### config.mk
export PLATFORM = sky130hd
export DESIGN_NAME = scp_horner_cell
export DESIGN_NICKNAME = d
export VERILOG_FILES = /design/src/rtl/core/scp_pkg.sv /design/src/rtl/core/scp_horner_cell.sv
export SDC_FILE = /design/constraint.sdc
export NUM_CORES = 2
export LEC_CHECK = 0
export BUFFER_PORTS_ARGS = -buffer_cell sky130_fd_sc_hd__buf_2
export CORE_ASPECT_RATIO = 1.75
export CORE_UTILIZATION = 35
export DETAILED_ROUTE_END_ITERATION = 8
export SLEW_MARGIN = 20
export SYNTH_ARGS = -nofsm -noshare
export SYNTH_HDL_FRONTEND = slang
export SYNTH_SLANG_ARGS = --single-unit
### constraint.sdc
create_clock -name i_clk -period 17.2 [get_ports i_clk]
set_clock_uncertainty 0.1 [all_clocks]
set_input_delay 2.58 -clock i_clk [delete_from_list [all_inputs] [get_ports i_clk]]
set_output_delay 2.58 -clock i_clk [all_outputs]
set_load 0.02 [all_outputs]
### src/rtl/core/scp_pkg.sv
// Package for the sine/cosine polynomial core: formats, constants, coefficient table
// and the data record handed along the Horner cell chain. No dependencies.
`default_nettype none
package scp_pkg;

    localparam int DATA_WIDTH = 32;
    localparam int FRAC_IN    = 28;
    localparam int DOWN_SH    = (DATA_WIDTH > 32) ? DATA_WIDTH - 32 : 0;
    localparam int UP_SH      = (DATA_WIDTH < 32) ? 32 - DATA_WIDTH : 0;
    localparam int EXT_W      = 64;

    localparam int A_W   = 32;
    localparam int XW    = 34;
    localparam int XR_W  = 31;
    localparam int X2_W  = 32;
    localparam int P_W   = 50;
    localparam int PLO   = 24;
    localparam int R_W   = 35;
    localparam int CL_W  = 32;
    localparam int OUT_SH = 46;

    localparam logic signed [XW-1:0] HALF_PI_Q = 34'sd421657428;
    localparam logic signed [XW-1:0] PI_Q      = 34'sd843314857;
    localparam logic signed [XW-1:0] TWO_PI_Q  = 34'sd1686629713;
    localparam logic signed [R_W-1:0] ONE_OUT  = 35'sd1073741824;

    localparam int N_COEF = 7;
    localparam logic signed [P_W-1:0] COEF_Q48 [N_COEF] = '{
        50'sd281474976703081,
        -50'sd46912496042276,
        50'sd2345624675671,
        -50'sd55848122382,
        50'sd775640184,
        -50'sd7046056,
        50'sd44624
    };

    typedef enum logic {
        OP_SIN = 1'b0,
        OP_COS = 1'b1
    } t_opcode;

    typedef struct packed {
        logic signed [XR_W-1:0] x;
        logic        [X2_W-1:0] x2;
        logic signed [P_W-1:0]  p;
    } t_cell_data;

endpackage
`default_nettype wire

### src/rtl/core/scp_horner_cell.sv
// Horner cell: p = floor(p * x2 / 2^28) + c, split into a partial product stage
// and an accumulate stage. Depends on scp_pkg.
`default_nettype none
module scp_horner_cell (
    input  wire logic                          i_clk,
    input  wire logic                          i_rst_n,
    input  wire logic signed [scp_pkg::P_W-1:0] i_coef,
    input  wire logic                          i_valid,
    output logic                               o_ready,
    input  wire scp_pkg::t_cell_data           i_data,
    output logic                               o_valid,
    input  wire logic                          i_ready,
    output scp_pkg::t_cell_data                o_data
);

    localparam int HI_W = scp_pkg::P_W - scp_pkg::PLO;
    localparam int HP_W = HI_W + scp_pkg::X2_W + 1;
    localparam int LP_W = scp_pkg::PLO + scp_pkg::X2_W;
    localparam int SH   = scp_pkg::FRAC_IN - scp_pkg::PLO;

    logic                           r_vld_a;
    logic signed [HP_W-1:0]         r_hi_prod;
    logic        [LP_W-1:0]         r_lo_prod;
    logic signed [scp_pkg::XR_W-1:0] r_x_a;
    logic        [scp_pkg::X2_W-1:0] r_x2_a;
    logic                           r_vld_b;
    scp_pkg::t_cell_data            r_data_b;

    logic                           adv_a;
    logic                           adv_b;
    logic signed [HP_W-1:0]         n_hi_prod;
    logic        [LP_W-1:0]         n_lo_prod;
    logic signed [HP_W-1:0]         sum;
    logic signed [HP_W-1:0]         sum_sh;
    scp_pkg::t_cell_data            n_data_b;

    assign adv_b   = ~r_vld_b | i_ready;
    assign adv_a   = ~r_vld_a | adv_b;
    assign o_ready = adv_a;
    assign o_valid = r_vld_b;
    assign o_data  = r_data_b;

    always_comb begin
        n_hi_prod = HP_W'($signed(i_data.p[scp_pkg::P_W-1:scp_pkg::PLO])
                          * $signed({1'b0, i_data.x2}));
        n_lo_prod = LP_W'(i_data.p[scp_pkg::PLO-1:0] * i_data.x2);
        sum       = r_hi_prod
                  + $signed({{(HP_W-scp_pkg::X2_W){1'b0}},
                             r_lo_prod[LP_W-1:scp_pkg::PLO]});
        sum_sh    = sum >>> SH;
        n_data_b.x  = r_x_a;
        n_data_b.x2 = r_x2_a;
        n_data_b.p  = sum_sh[scp_pkg::P_W-1:0] + i_coef;
    end

    always_ff @(posedge i_clk) begin
        if (!i_rst_n) begin
            r_vld_a <= 1'b0;
            r_vld_b <= 1'b0;
        end else begin
            if (adv_a) begin
                r_vld_a <= i_valid;
            end
            if (adv_b) begin
                r_vld_b <= r_vld_a;
            end
        end
    end

    always_ff @(posedge i_clk) begin
        if (adv_a) begin
            r_hi_prod <= n_hi_prod;
            r_lo_prod <= n_lo_prod;
            r_x_a     <= i_data.x;
            r_x2_a    <= i_data.x2;
        end
        if (adv_b) begin
            r_data_b <= n_data_b;
        end
    end

endmodule
`default_nettype wire

==> run summary <==
status -> complete, no violations
CTS tree -> yes
Slew HR -> 26.1%
post-CTS sizing -> 0
Yosys top cell area share -> 44.3%
TritonCTS buffer count -> 36
die area -> 179000 um2
Post-CTS Setup Bufs -> 0
Synth Flop Type -> edfxtp_1
fill cell count -> 17.7k
share of layout cells above drive strength 1 -> 6.35%
wire length per cell -> 20.8 um
synth top area cells -> fa_1, edfxtp_1, inv_1
Clock Pin Slew Worst Setup and Hold Paths -> 60 ps
Worst setup SP type -> primary input
Core Area -> 176000 um2
worst slew pin tran -> 1110 ps
post-place setup slack -> 6390 ps
H-tree levels -> 2
mapped cell area -> 62000 um2
synthesized flop and latch total -> 264
first-pass GRT wire length -> 285000 um
hold-critical path depth -> 0
vias in the first global route -> 49.9k
largest net degree at the start of global routing -> 63
Async SR Flop Fraction -> 0%
Critical Path AT -> 10620 ps
post-synth cell types -> 72
critical path's top delay family -> adder cells
Avg Cell Area, Syn -> 9.54 um2
Rows -> 204
post-synthesis sequential area ratio -> 12.8%
most frequent cells in the layout -> inv_1, fa_1, nand2_1
grt total ovfl -> 0
YS warnings -> 0
Worst Setup Slack, final -> 6930 ps
RSZ-0062 raised after global routing -> false
max-slew violation count -> 0
Clock Path Buffers -> 3
initial antenna violation count -> 18
EDFF count, synth -> 262
CTS Root Cell -> clkbuf_16
Vert. Die Dim -> 559 um
Via Count -> 44.2k
DRC viols -> 0
DRT Wirelength -> 184000 um
drt pass-1 iters -> 8
f_max -> 0.0973 GHz
num ports -> 282
post-route ant nets -> 0
Worst Setup End Kind -> flip-flop
Port Buffers -> 281
Sink Count -> 264
CP dominant cell by count -> fa_1
GRT Resource Usage Total -> 21.0%
CP required -> 17550 ps
final setup fails -> 0
commonest non-fill, non-tap cell in the layout -> inv_1
Iter 0 DRT Violations -> 2026
post-synthesis cell type with the largest combined area -> fa_1
Setup TNS Final -> 0 ps
period utilisation layout -> 59.7%
# hold bufs at CTS -> 0
critical path peak fanout -> 34
P&R area growth vs syn -> 7.49%
R2R depth -> 23
crit path max-delay cell type -> a311oi_1
Crit Path Class -> primary input to flip-flop
Crit. path cell count -> 26
Synth Instances -> 6498
MaxCap Viol Count -> 0
placer congestion estimate -> 0.882
Largest stage delay, worst path -> 650 ps
die span in x -> 320 um
worst skew pair latency -> 630 ps
final hold vios -> 0
Via-to-Cell Ratio -> 5.00
DP HPWL -> 141000 um
Synthesized Nets -> 8494
post-route minimum period -> 10270 ps
Starting Density -> 35.2%
Nets -> 8551
buffer and inverter count on the worst path -> 8
Hold Path Class -> flip-flop to flip-flop
## cells by family (layout without fill, tap and decap cells)
family / Yosys count / count (layout) / share of synthesized area (%)
compound gates: 413 / 413 / 4.51
xor+xnor: 170 / 170 / 2.40
fa+ha+maj: 1829 / 1829 / 53.5
buf+inv: 1881 / 1962 / 11.4
flops: 264 / 264 / 12.8
mux: 2 / 2 / 0.0323
other cells: 0 / 6 / 0
simple gates: 1939 / 1939 / 15.4
## registers in the layout (all words and copies together), names as in the netlist
| name | count |
|---|---|
| r_x2_a | 32 |
| r_x_a | 31 |
| r_lo_prod | 32 |
| r_vld_a | 1 |
| r_hi_prod | 54 |
| o_valid | 1 |
| o_data | 113 |
## path summary, 6_finish.rpt
check                          start                      end  slack [ps]
max                       i_data[73]  r_hi_prod[53]$_DFFE_PP_        6930
max reg2reg  r_lo_prod[27]$_DFFE_PP_     o_data[49]$_DFFE_PP_       10290
min reg2reg       r_x_a[3]$_DFFE_PP_     o_data[85]$_DFFE_PP_         310
min               r_x_a[3]$_DFFE_PP_     o_data[85]$_DFFE_PP_         310
## area by class of cell
cell class,instances,area (um2),share of cell area [%]
repair buffers,339,1840,2.76
inverters,1561,5860,8.80
clock inverters,21,218,0.327
flip-flops and latches,264,7910,11.9
well taps,2266,2840,4.25
multi-input cells,4353,47000,70.6
clock buffers,41,930,1.39
diodes,6,15.0,0.0225
## through the flow
stage	hold WS, ps	area [um2]	std cells	util [%]
2_1_floorplan	300	62000	6498	-
3_3_place_gp	301	65500	8783	37.2
3_5_place_dp	305	65500	8783	37.2
4_1_cts	306	66600	8845	37.8
5_1_grt	313	66600	8846	37.8
6_report	311	66700	8851	37.8
## synthesized netlist by cell type (7+ instances only)
cell type	count
nand4_1	19
and2_1	732
clkbuf_1	318
xor2_1	71
o21a_1	26
nand2_1	913
nor2_1	104
a21o_1	86
nand3_1	35
xnor2_1	99
a211oi_1	13
nor2b_1	23
edfxtp_1	262
nand2b_1	34
inv_1	1560
ha_1	457
and3_1	19
fa_1	1372
nor3_1	31
a21oi_1	120
o211ai_1	13
o21bai_1	23
o21ai_1	7
a31oi_1	12
o21ai_0	47
## routing by layer
metal / part of all wire [%] / track usage (%) / vias to the layer above
li1: - / - / 19200
met4: 5.3 / 10.3 / 14
met3: 4.8 / 2.59 / 534
met2: 54 / 40.5 / 1396
met5: 0.043 / 0 / -
met1: 36 / 22.3 / 23100
Power is not shown: default switching activity piles up to over one toggle a cycle in this logic, so the estimate is an artifact.
