===== config.mk =====
export PLATFORM = sky130hd
export DESIGN_NAME = scp_reduce_cell
export DESIGN_NICKNAME = d
export VERILOG_FILES = /design/src/rtl/core/scp_pkg.sv /design/src/rtl/core/scp_reduce_cell.sv
export SDC_FILE = /design/constraint.sdc
export NUM_CORES = 1
export LEC_CHECK = 0
export BUFFER_PORTS_ARGS = -buffer_cell sky130_fd_sc_hd__buf_4
export CORE_ASPECT_RATIO = 2
export CORE_UTILIZATION = 49
export CTS_CLUSTER_SIZE = 28
export DETAILED_ROUTE_END_ITERATION = 7
export HOLD_SLACK_MARGIN = 0.03
export PLACE_DENSITY = 0.78
export RECOVER_POWER = 25
export SYNTH_ARGS = -nofsm -noshare
export SYNTH_HDL_FRONTEND = slang
export SYNTH_SLANG_ARGS = --single-unit

===== constraint.sdc =====
create_clock -name i_clk -period 2.37 [get_ports i_clk]
set_clock_uncertainty 0.2 [all_clocks]
set_input_delay 0.474 -clock i_clk [delete_from_list [all_inputs] [get_ports i_clk]]
set_output_delay 0.474 -clock i_clk [all_outputs]
set_load 0.01 [all_outputs]

===== src/rtl/core/scp_pkg.sv =====
// Package for the sine/cosine polynomial core: formats, constants, coefficient table
// and the data record handed along the Horner cell chain. No dependencies.
`default_nettype none
package scp_pkg;

    localparam int DATA_WIDTH = 32;
    localparam int FRAC_IN    = 28;
    localparam int DOWN_SH    = (DATA_WIDTH > 32) ? DATA_WIDTH - 32 : 0;
    localparam int UP_SH      = (DATA_WIDTH < 32) ? 32 - DATA_WIDTH : 0;
    localparam int EXT_W      = 64;

    localparam int A_W   = 32;
    localparam int XW    = 34;
    localparam int XR_W  = 31;
    localparam int X2_W  = 32;
    localparam int P_W   = 50;
    localparam int PLO   = 24;
    localparam int R_W   = 35;
    localparam int CL_W  = 32;
    localparam int OUT_SH = 46;

    localparam logic signed [XW-1:0] HALF_PI_Q = 34'sd421657428;
    localparam logic signed [XW-1:0] PI_Q      = 34'sd843314857;
    localparam logic signed [XW-1:0] TWO_PI_Q  = 34'sd1686629713;
    localparam logic signed [R_W-1:0] ONE_OUT  = 35'sd1073741824;

    localparam int N_COEF = 7;
    localparam logic signed [P_W-1:0] COEF_Q48 [N_COEF] = '{
        50'sd281474976703081,
        -50'sd46912496042276,
        50'sd2345624675671,
        -50'sd55848122382,
        50'sd775640184,
        -50'sd7046056,
        50'sd44624
    };

    typedef enum logic {
        OP_SIN = 1'b0,
        OP_COS = 1'b1
    } t_opcode;

    typedef struct packed {
        logic signed [XR_W-1:0] x;
        logic        [X2_W-1:0] x2;
        logic signed [P_W-1:0]  p;
    } t_cell_data;

endpackage
`default_nettype wire


===== src/rtl/core/scp_reduce_cell.sv =====
// Range reduction cell: one correction by 2*pi toward [-pi, pi] per stage.
// Depends on scp_pkg.
`default_nettype none
module scp_reduce_cell (
    input  wire logic                           i_clk,
    input  wire logic                           i_rst_n,
    input  wire logic                           i_valid,
    output logic                                o_ready,
    input  wire logic signed [scp_pkg::XW-1:0]  i_x,
    output logic                                o_valid,
    input  wire logic                           i_ready,
    output logic signed [scp_pkg::XW-1:0]       o_x
);

    logic                          r_vld;
    logic signed [scp_pkg::XW-1:0] r_x;
    logic signed [scp_pkg::XW-1:0] n_x;
    logic                          adv;

    assign adv     = ~r_vld | i_ready;
    assign o_ready = adv;
    assign o_valid = r_vld;
    assign o_x     = r_x;

    always_comb begin
        if (i_x > scp_pkg::PI_Q) begin
            n_x = i_x - scp_pkg::TWO_PI_Q;
        end else if (i_x < -scp_pkg::PI_Q) begin
            n_x = i_x + scp_pkg::TWO_PI_Q;
        end else begin
            n_x = i_x;
        end
    end

    always_ff @(posedge i_clk) begin
        if (!i_rst_n) begin
            r_vld <= 1'b0;
        end else if (adv) begin
            r_vld <= i_valid;
        end
    end

    always_ff @(posedge i_clk) begin
        if (adv) begin
            r_x <= n_x;
        end
    end

endmodule
`default_nettype wire


==> results.toml, run 1 <==
[yosys]
ys_seq_area_frac = 0.3617
synth.distinct_cells = 66
mappedNetlistArea_sq_um = 2878
yosys_warnings = 0
synth_area_leader_cell = "edfxtp_1"
synth_area_leaders = "edfxtp_1 35%, xnor2_1 4.9%, xor2_1 4.9%"
synth_enable_flop_cells = 34
synth_cells = 316
syn-mean-instance-area_sq_um = 9.107
ys_ff_latch = 35
synth_flop_cell = "edfxtp_1"
async_flop_share = 0
yosysTopAreaCellShare = 0.3548
syn-num-nets = 357

[setup_path]
start_kind = "primary input"
path_buf_inv = 3
cp-end-kind = "register"
cpLargestDelayFamily = "simple AND/OR/NAND/NOR gates"
worstPathMaxFanout = 5
critPathKind = "primary input to register"
cp.arrival_ns = 2.33
worst_path_max_delay_cell = "or4_4"
crit_top_cell = "buf_6"
required_ns = 2.19
cp_slowest_stage_delay_ns = 0.51
rrSetupSlack_ns = 0.28
path_cells = "buf_6 -> nand2b_4 -> or4_4 -> o211a_4 -> o211ai_1 -> buf_4 -> buf_6 -> nor3_2 -> a31oi_1 -> xnor2_1"

[power]
leakage_nw = 2.064
p_clk_frac = 0.299
p_per_area_nw_per_um2 = 476.4
switching_share = 0.3114
comb_power_share = 0.358
power_switching_w = 0.0007337
worst_ir_drop_vdd_mv = 0.6940
power.total_w = 0.002356
p_seq_frac = 0.343
p_int_w = 0.001622

[place]
port_buffers = 73
gp_congestion = 0.9319
hpwlAfterDp_mm = 8.295

[floorplan]
ios = 74
die_y_um = 110.4
design.die.area_sq_um = 6202
die_x_um = 56.19
start_util = 0.5084
rows = 39
coreArea_sq_um = 5660

[clock_tree]
cts.sinks = 35
cts_tree = "yes"
insertion_delay_ns = 0.29
cts.root.buffer_cell = "clkbuf_16"
clock_path_buffers = 2
path_clk_slew_ns = 0.06
cts_made_buffers = 5
cts_max_level = 2
cts_hold_buf = 0

[timing]
setup_ws_ns = -0.1369
fin_tns_setup_ns = -1.717
setup_viol_count_final = 28
drv_slew = 0
finalHoldViolations = 0
rsz0062_at_grt = "yes"
worst_pin_slew_ns = 1.213
fin_hold_ws_ns = 0.2421
period_minus_slack_ns = 2.507
fin_crit_sh = 1.058
fmax_mhz = 398.9
max-slew-margin-rel = 0.1911

[drt]
wire_per_inst_um = 22.05
route.detailed.drc = 0
vias = 3519
via_per_inst = 6.445
drt_first_pass_iters = 4
drt_iter0_markers = 181
ant_nets = 0
routed_wl_mm = 12.04

[final_layout]
syn2layout_area_growth_pct = 71.83
n_antenna_cell = 0
mostFrequentLayoutCell = "buf_4"
drive_gt1_frac = 0.5670
layout_common_cells = "163 x buf_4, 34 x edfxtp_1, 19 x nand2_1"
nets = 525

[job]
maxCapViolCount = 0

[run_status]
violations = "setup timing"
outcome = "complete, but fails checks"

[global_route]
grt_pass1_wl_mm = 17.42
gr-total-overflow = 0
grt_pass1_vias = 3527
grt_max_degree = 23
track_usage = 0.3766
antenna_found_initial = 0

[min_path]
hp-class = "primary input to register"
==> sequential cells by signal (all words and copies together) (netlist names) <==
| signal | flops |
|---|---|
| o_x | 34 |
| o_valid | 1 |
==> final timing paths <==
check                           startpoint       to  depth (start not counted)
worst max-delay path               i_x[10]  o_x[11]                         10
worst max register to register     o_valid   o_x[0]                          2
worst min-delay path               i_valid  o_valid                          3
worst min register to register     o_valid  o_x[22]                          2
==> metal layers <==
metal / part of all wire / track usage / up-vias
li1: - / - / 1540
met1: 0.32 / 0.3484 / 1675
met2: 0.54 / 0.7440 / 218
met3: 0.055 / 0.04084 / 86
met4: 0.089 / 0.2648 / 0
met5: 0 / 0 / -
==> final cells by class <==
class                      instances  area [sq um]
clock buffer                       6         138.9
clock inverter                     2         16.27
fill                             301         715.7
inverter                          10         37.54
multi-input combinational        245          2110
sequential                        35          1041
tap                               61         76.32
timing repair buffer             187          1525
==> cell families (layout without fill, tap and decap cells) <==
kind of cell    count (synthesis)  after routing  synth area share
compound gates                 94             95            0.2457
xor+xnor                       32             32           0.09739
fa+ha+maj                       3              3           0.01304
buf+inv                        38            205           0.06521
flops                          35             35            0.3617
mux                             1              1          0.003478
simple gates                  113            114            0.2135
==> power groups by stage <==
stage | registers (W) | logic (W) | clock network (W)
after floorplan | 0.000863 | 0.000306 | 0
after global placement | 0.000817 | 0.000711 | 0
after detailed placement | 0.000819 | 0.000725 | 0
after CTS | 0.000808 | 0.000792 | 0.000700
after global routing | 0.000815 | 0.000883 | 0.000722
final | 0.000809 | 0.000843 | 0.000704
==> cell usage after synthesis, drive strengths merged (2+ instances only) <==
cell type	n
a211oi	2
edfxtp	34
nor2b	3
nand2	28
nor2	17
or3	4
nor4	4
buf	17
or4	3
and2	2
o211a	2
o21bai	4
clkbuf	11
nand3	9
a31oi	5
nor4b	2
xnor2	16
a41oi	2
a2bb2oi	2
o21ai	16
a22oi	5
nand4	7
a32oi	2
xor2	16
or2	3
nand2b	6
o22ai	8
nand3b	3
a21o	2
nor3b	2
and4	4
o31ai	5
a211o	4
inv	10
and4b	2
a21oi	14
nor3	11
o32ai	4
and3	2
ha	3
o211ai	7
==> worst register-to-register path, delay by kind of cell (launching register included) <==
family	cells	cell delay, ns
buffers and inverters	1	0.94
DFF	1	0.31
and+or+nand+nor	1	0.25
==> metrics by stage <==
stage | instances | utilization | worst slack, ns | cell area [sq um]
2_1_floorplan | 316 | - | -0.1664 | 3035
6_report | 546 | 0.8736 | -0.1369 | 4945
3_5_place_dp | 524 | 0.7553 | -0.5514 | 4275
3_3_place_gp | 524 | 0.7553 | -0.5694 | 4275
4_1_cts | 541 | 0.8413 | -0.08693 | 4762
5_1_grt | 546 | 0.8736 | -0.1814 | 4945
==> timing repair <==
item / in CTS / in global routing
cloned: 3 / 1
setup buffers: 6 / 4
resized for setup: 52 / 36
setup endpoints to repair: 34 / 34
pin swaps: 31 / 22
(Power assumes the default switching activity.)
==> inputs of run 2 (changes only) <==
- CORE_MARGIN: not set -> 2
==> run 2 against run 1 <==
The run still ends with setup timing left. Routed wire length increased by 10%. Sequential power about the same. Clock-buffer cell count decreased by 1. Final cell count increased by 3.3%. Highest routed layer unchanged. Largest power group unchanged. Worst setup slack got worse by 0.15 ns.
==> results.toml, run 2 (synthesized netlist as in run 1, its figures left out) <==
[final_layout]
layout_common_cells = "175 x buf_4, 34 x edfxtp_1, 20 x buf_6"
fillCellCount = 242
n_antenna_cell = 0
nets = 543
fin_area_sq_um = 5124
syn2layout_area_growth_pct = 78.04
mostFrequentLayoutCell = "buf_4"
largest_register_ffs = 34
drive_gt1_frac = 0.6024

[floorplan]
ios = 74
die_x_um = 58.19
die_y_um = 112.4
coreArea_sq_um = 5709
rows = 39
start_util = 0.5041
design.die.area_sq_um = 6539

[drt]
ant_nets = 0
vias = 3657
route.detailed.drc = 0
via_per_inst = 6.484
drt_iter0_markers = 295
wire_per_inst_um = 23.52
drt_first_pass_iters = 5
routed_wl_mm = 13.27

[power]
worst_ir_drop_vdd_mv = 0.7578
comb_power_share = 0.362
leakage_nw = 2.143
switching_share = 0.3003
power_switching_w = 0.0007366
p_clk_frac = 0.308
p_seq_frac = 0.330
p_per_area_nw_per_um2 = 478.8
p_int_w = 0.001716

[timing]
setup_viol_count_final = 34
fin_crit_sh = 1.120
drv_slew = 0
finalHoldViolations = 0
setup_ws_ns = -0.2854
period_minus_slack_ns = 2.655
fin_hold_ws_ns = 0.2610
worst_pin_slew_ns = 0.6693
rsz0062_at_grt = "yes"
fmax_mhz = 376.6
fin_tns_setup_ns = -6.322
max-slew-margin-rel = 0.5538

[setup_path]
worstPathMaxFanout = 8
critPathKind = "primary input to register"
ff2ff_path_depth = 2
required_ns = 2.20
cp.arrival_ns = 2.49
cp-end-kind = "register"
start_kind = "primary input"

[min_path]
hp-class = "primary input to register"
worstHoldPathCells = 2

[clock_tree]
cts.root.buffer_cell = "clkbuf_16"
insertion_delay_ns = 0.29
cts_made_buffers = 5
path_clk_slew_ns = 0.06
cts.sinks = 35
clock_path_buffers = 2
cts_tree = "yes"
cts_max_level = 2
cts_hold_buf = 0

[global_route]
gr-total-overflow = 0
grt_max_degree = 24
grt_pass1_vias = 3578
track_usage = 0.3547
antenna_found_initial = 0
grt_pass1_wl_mm = 17.28

[place]
gp_congestion = 1.006
port_buffers = 73
place_area_sq_um = 4278
hpwlAfterDp_mm = 8.283

[run_status]
violations = "setup timing"
outcome = "complete, but fails checks"

[job]
maxCapViolCount = 0
run 2: cell count changes in the layout (fill, tap and decap cells not counted), moves of 4 or more:
cell | previous run | this run
buf_4 | 163 | 175
buf_6 | 12 | 20
o21ai_1 | 4 | 0
o21ai_2 | 5 | 10
run 2: per-stage QoR:
| stage | setup WS (ns) | total power, W | utilization | std cells |
|---|---|---|---|---|
| after floorplan | -0.1664 | 0.001169 | - | 316 |
| after global placement | -0.5059 | 0.001525 | 0.7493 | 526 |
| after detailed placement | -0.5397 | 0.001541 | 0.7493 | 526 |
| after CTS | -0.1366 | 0.002344 | 0.8295 | 542 |
| after global routing | -0.3482 | 0.002518 | 0.8974 | 564 |
| final | -0.2854 | 0.002453 | 0.8974 | 564 |
run 2: area by class of cell:
| class | count | area (sq um) | share of cell area |
|---|---|---|---|
| Multi-Input combinational cell | 244 | 2152 | 0.4200 |
| Timing Repair Buffer | 206 | 1648 | 0.3216 |
| Sequential cell | 35 | 1041 | 0.2032 |
| Clock buffer | 5 | 125.1 | 0.02442 |
| Tap cell | 61 | 76.32 | 0.01490 |
| Clock inverter | 3 | 43.79 | 0.008547 |
| Inverter | 10 | 37.54 | 0.007326 |
run 2: worst paths after layout:
kind / from / endpoint / slack (ns)
max reg2reg: o_valid / o_x[28] / 0.66
max: i_x[24] / o_x[7] / -0.29
min: i_rst_n / o_valid / 0.26
min reg2reg: o_valid / o_x[23] / 0.99
run 2: power by group through the flow:
stage	sequential (W)	clock, W	combinational (W)
3_3_place_gp	0.000818	0	0.000707
2_1_floorplan	0.000863	0	0.000306
4_1_cts	0.000808	0.000758	0.000778
5_1_grt	0.000817	0.000777	0.000924
6_report	0.000810	0.000756	0.000887
3_5_place_dp	0.000819	0	0.000722
run 2: what timing repair did:
item	CTS	global route
pin swaps	25	37
gates resized for setup	49	56
buffers inserted	8	23
setup endpoints to repair	34	34
cloned	1	0
run 2: routing by layer:
metal / vias to the layer above / share of wire / global-route usage
met5: - / 0 / 0
met4: 0 / 0.094 / 0.2806
met3: 113 / 0.071 / 0.05415
met2: 265 / 0.53 / 0.6523
met1: 1703 / 0.30 / 0.3234
li1: 1576 / - / -
run 2: critical path, stage by stage:
cell and delay (ns):
buf_8 0.10, nor4b_2 0.31, nor4bb_2 0.32, buf_4 0.18
nand4_1 0.09, o21ai_2 0.23, buf_4 0.15, and2_4 0.27
buf_12 0.15, a22oi_2 0.05, xnor2_1 0.15
==> inputs of run 3 (changes only) <==
- PLACE_DENSITY: 0.78 -> 0.87
- SLEW_MARGIN: not set -> 20
==> run 3 against run 2 <==
The flow still finishes with violations (setup timing). Total power down 1.9%. Utilization is 2.9 points lower. First-iteration DRC count decreased by 37%. Worst hold slack lost 0.017 ns. Via count fell by 6.4%. Die area unchanged. Combinational power is 4.8% lower. Critical path depth is 1 lower. Critical path type unchanged. Critical endpoint is now o_x[1]. Largest cell class unchanged. Highest routed layer unchanged.
==> results.toml, run 3 (synthesized netlist as in run 1, its figures left out) <==
[run_status]
outcome = "complete, but fails checks"
violations = "setup timing"

[min_path]
hold_start = "i_valid"
hold_end = "o_valid"
hp-class = "primary input to register"
worstHoldPathCells = 3

[clock_tree]
cts_max_level = 2
cts_tree = "yes"
cts.sinks = 35
insertion_delay_ns = 0.29
clock_path_buffers = 2
cts_hold_buf = 0
path_clk_slew_ns = 0.06
cts.root.buffer_cell = "clkbuf_16"
cts_made_buffers = 5

[timing]
setup_viol_count_final = 23
finalHoldViolations = 0
fin_hold_ws_ns = 0.2436
period_minus_slack_ns = 2.501
fmax_mhz = 399.8
max-slew-margin-rel = 0.1678
fin_tns_setup_ns = -1.584
rsz0062_at_grt = "yes"
drv_slew = 0
setup_ws_ns = -0.1311
worst_pin_slew_ns = 1.248
fin_crit_sh = 1.055

[place]
hpwlAfterDp_mm = 7.953
port_buffers = 73
gp_congestion = 0.9882
pre_cts_ws_ns = -0.4240

[global_route]
grt_max_degree = 23
gr-total-overflow = 0
track_usage = 0.3266
grt_pass1_wl_mm = 16.22
antenna_found_initial = 0
grt_pass1_vias = 3302

[final_layout]
nets = 522
mostFrequentLayoutCell = "buf_4"
fillCellCount = 299
syn2layout_area_growth_pct = 72.26
n_antenna_cell = 0
layout_common_cells = "159 x buf_4, 34 x edfxtp_1, 23 x nand2_1"
seq_area_sq_um = 1041
multi_input_area_sq_um = 2117
drive_gt1_frac = 0.5643
largest_register_ffs = 34

[drt]
via_per_inst = 6.306
wl_met3_um = 723
met1_length_mm = 3.681
routed_wl_mm = 11.22
route.detailed.drc = 0
ant_nets = 0
wire_per_inst_um = 20.67
drt_first_pass_iters = 5
drt_iter0_markers = 185
wl_met2_mm = 6.203
vias = 3424
highest_layer = "met4"

[floorplan]
ios = 74
rows = 39
die_y_um = 112.4
die_x_um = 58.19
start_util = 0.5041
design.die.area_sq_um = 6539
coreArea_sq_um = 5709

[setup_path]
path_buf_inv = 3
critPathKind = "primary input to register"
start_kind = "primary input"
worstPathMaxFanout = 5
ff2ff_path_depth = 2
cp.arrival_ns = 2.35
required_ns = 2.22
r2r-end = "o_x[30]"
rrSetupSlack_ns = 0.42
worst_path_max_delay_cell = "or4_4"
cpLargestDelayFamily = "compound AO/OA/AOI/OAI gates"
cp_slowest_stage_delay_ns = 0.46
cp-end-kind = "register"
path_cells = "buf_6 -> nand2b_4 -> or4_4 -> o211a_1 -> o211a_1 -> buf_6 -> buf_4 -> nand2_1 -> o21ai_1 -> a31o_2"
r2r_start = "o_valid"

[power]
p_per_area_nw_per_um2 = 485.5
leakage_nw = 2.105
worst_ir_drop_vdd_mv = 0.7537

[job]
maxCapViolCount = 0
==> run 3: cell types whose count changed in the layout (fill, tap and decap cells not counted), moves of 3 or more <==
cell and delta:
o21ai_2 -5, o211a_4 -3, nand2_2 -6, clkbuf_1 -3, nand2_1 +4, buf_4 -16, o21ai_1 +5
==> run 3: layout make-up <==
class,count,share of cell area
tap,61,0.01540
inverter,10,0.008077
timing repair buffer,185,0.3054
clock inverter,3,0.008834
clock buffer,5,0.02524
multi-input combinational,244,0.4271
sequential,35,0.2100
==> run 3: per-stage QoR <==
stage                     total power (W)    util  area (sq um)  cells
final                            0.002407  0.8683          4957    543
after global routing             0.002477  0.8683          4957    543
after CTS                        0.002326  0.8126          4639    535
after detailed placement         0.001539  0.7484          4273    522
after global placement           0.001522  0.7484          4273    522
after floorplan                  0.001169       -          3035    316
==> run 3: timing repair <==
| action | in CTS | in global routing |
|---|---|---|
| cloned | 1 | 0 |
| buffers inserted | 4 | 8 |
| gates resized for setup | 33 | 58 |
| pin swaps | 8 | 30 |
| setup endpoints to repair | 27 | 33 |
==> run 3: report_power, final <==
group,switching (W),internal (W)
registers,0.0000233,0.000782
logic,0.000417,0.000427
clock network,0.000262,0.000495
total,0.000702,0.00170
==> run 3: worst max-delay path by stage <==
stage | slack (ns) | start | to | cells past startpoint
after detailed placement | -0.42 | i_x[0] | o_x[32] | 12
after floorplan | -0.17 | i_x[7] | o_x[28] | 8
final | -0.13 | i_x[10] | o_x[1] | 10
after global routing | -0.23 | i_x[10] | o_x[11] | 10
after CTS | -0.06 | i_x[10] | o_x[28] | 9
after global placement | -0.39 | i_x[10] | o_x[28] | 9
==> run 3: per-layer routing <==
| metal | track usage | up-vias |
|---|---|---|
| li1 | - | 1531 |
| met1 | 0.3414 | 1634 |
| met2 | 0.5750 | 205 |
| met3 | 0.05530 | 54 |
| met4 | 0.2124 | 0 |
| met5 | 0 | - |
==> run 3: worst reg2reg max path, stage by stage (launching register included) <==
cell      delay, ns
dfxtp_1        0.31
nand2b_1       0.11
clkbuf_1       0.93
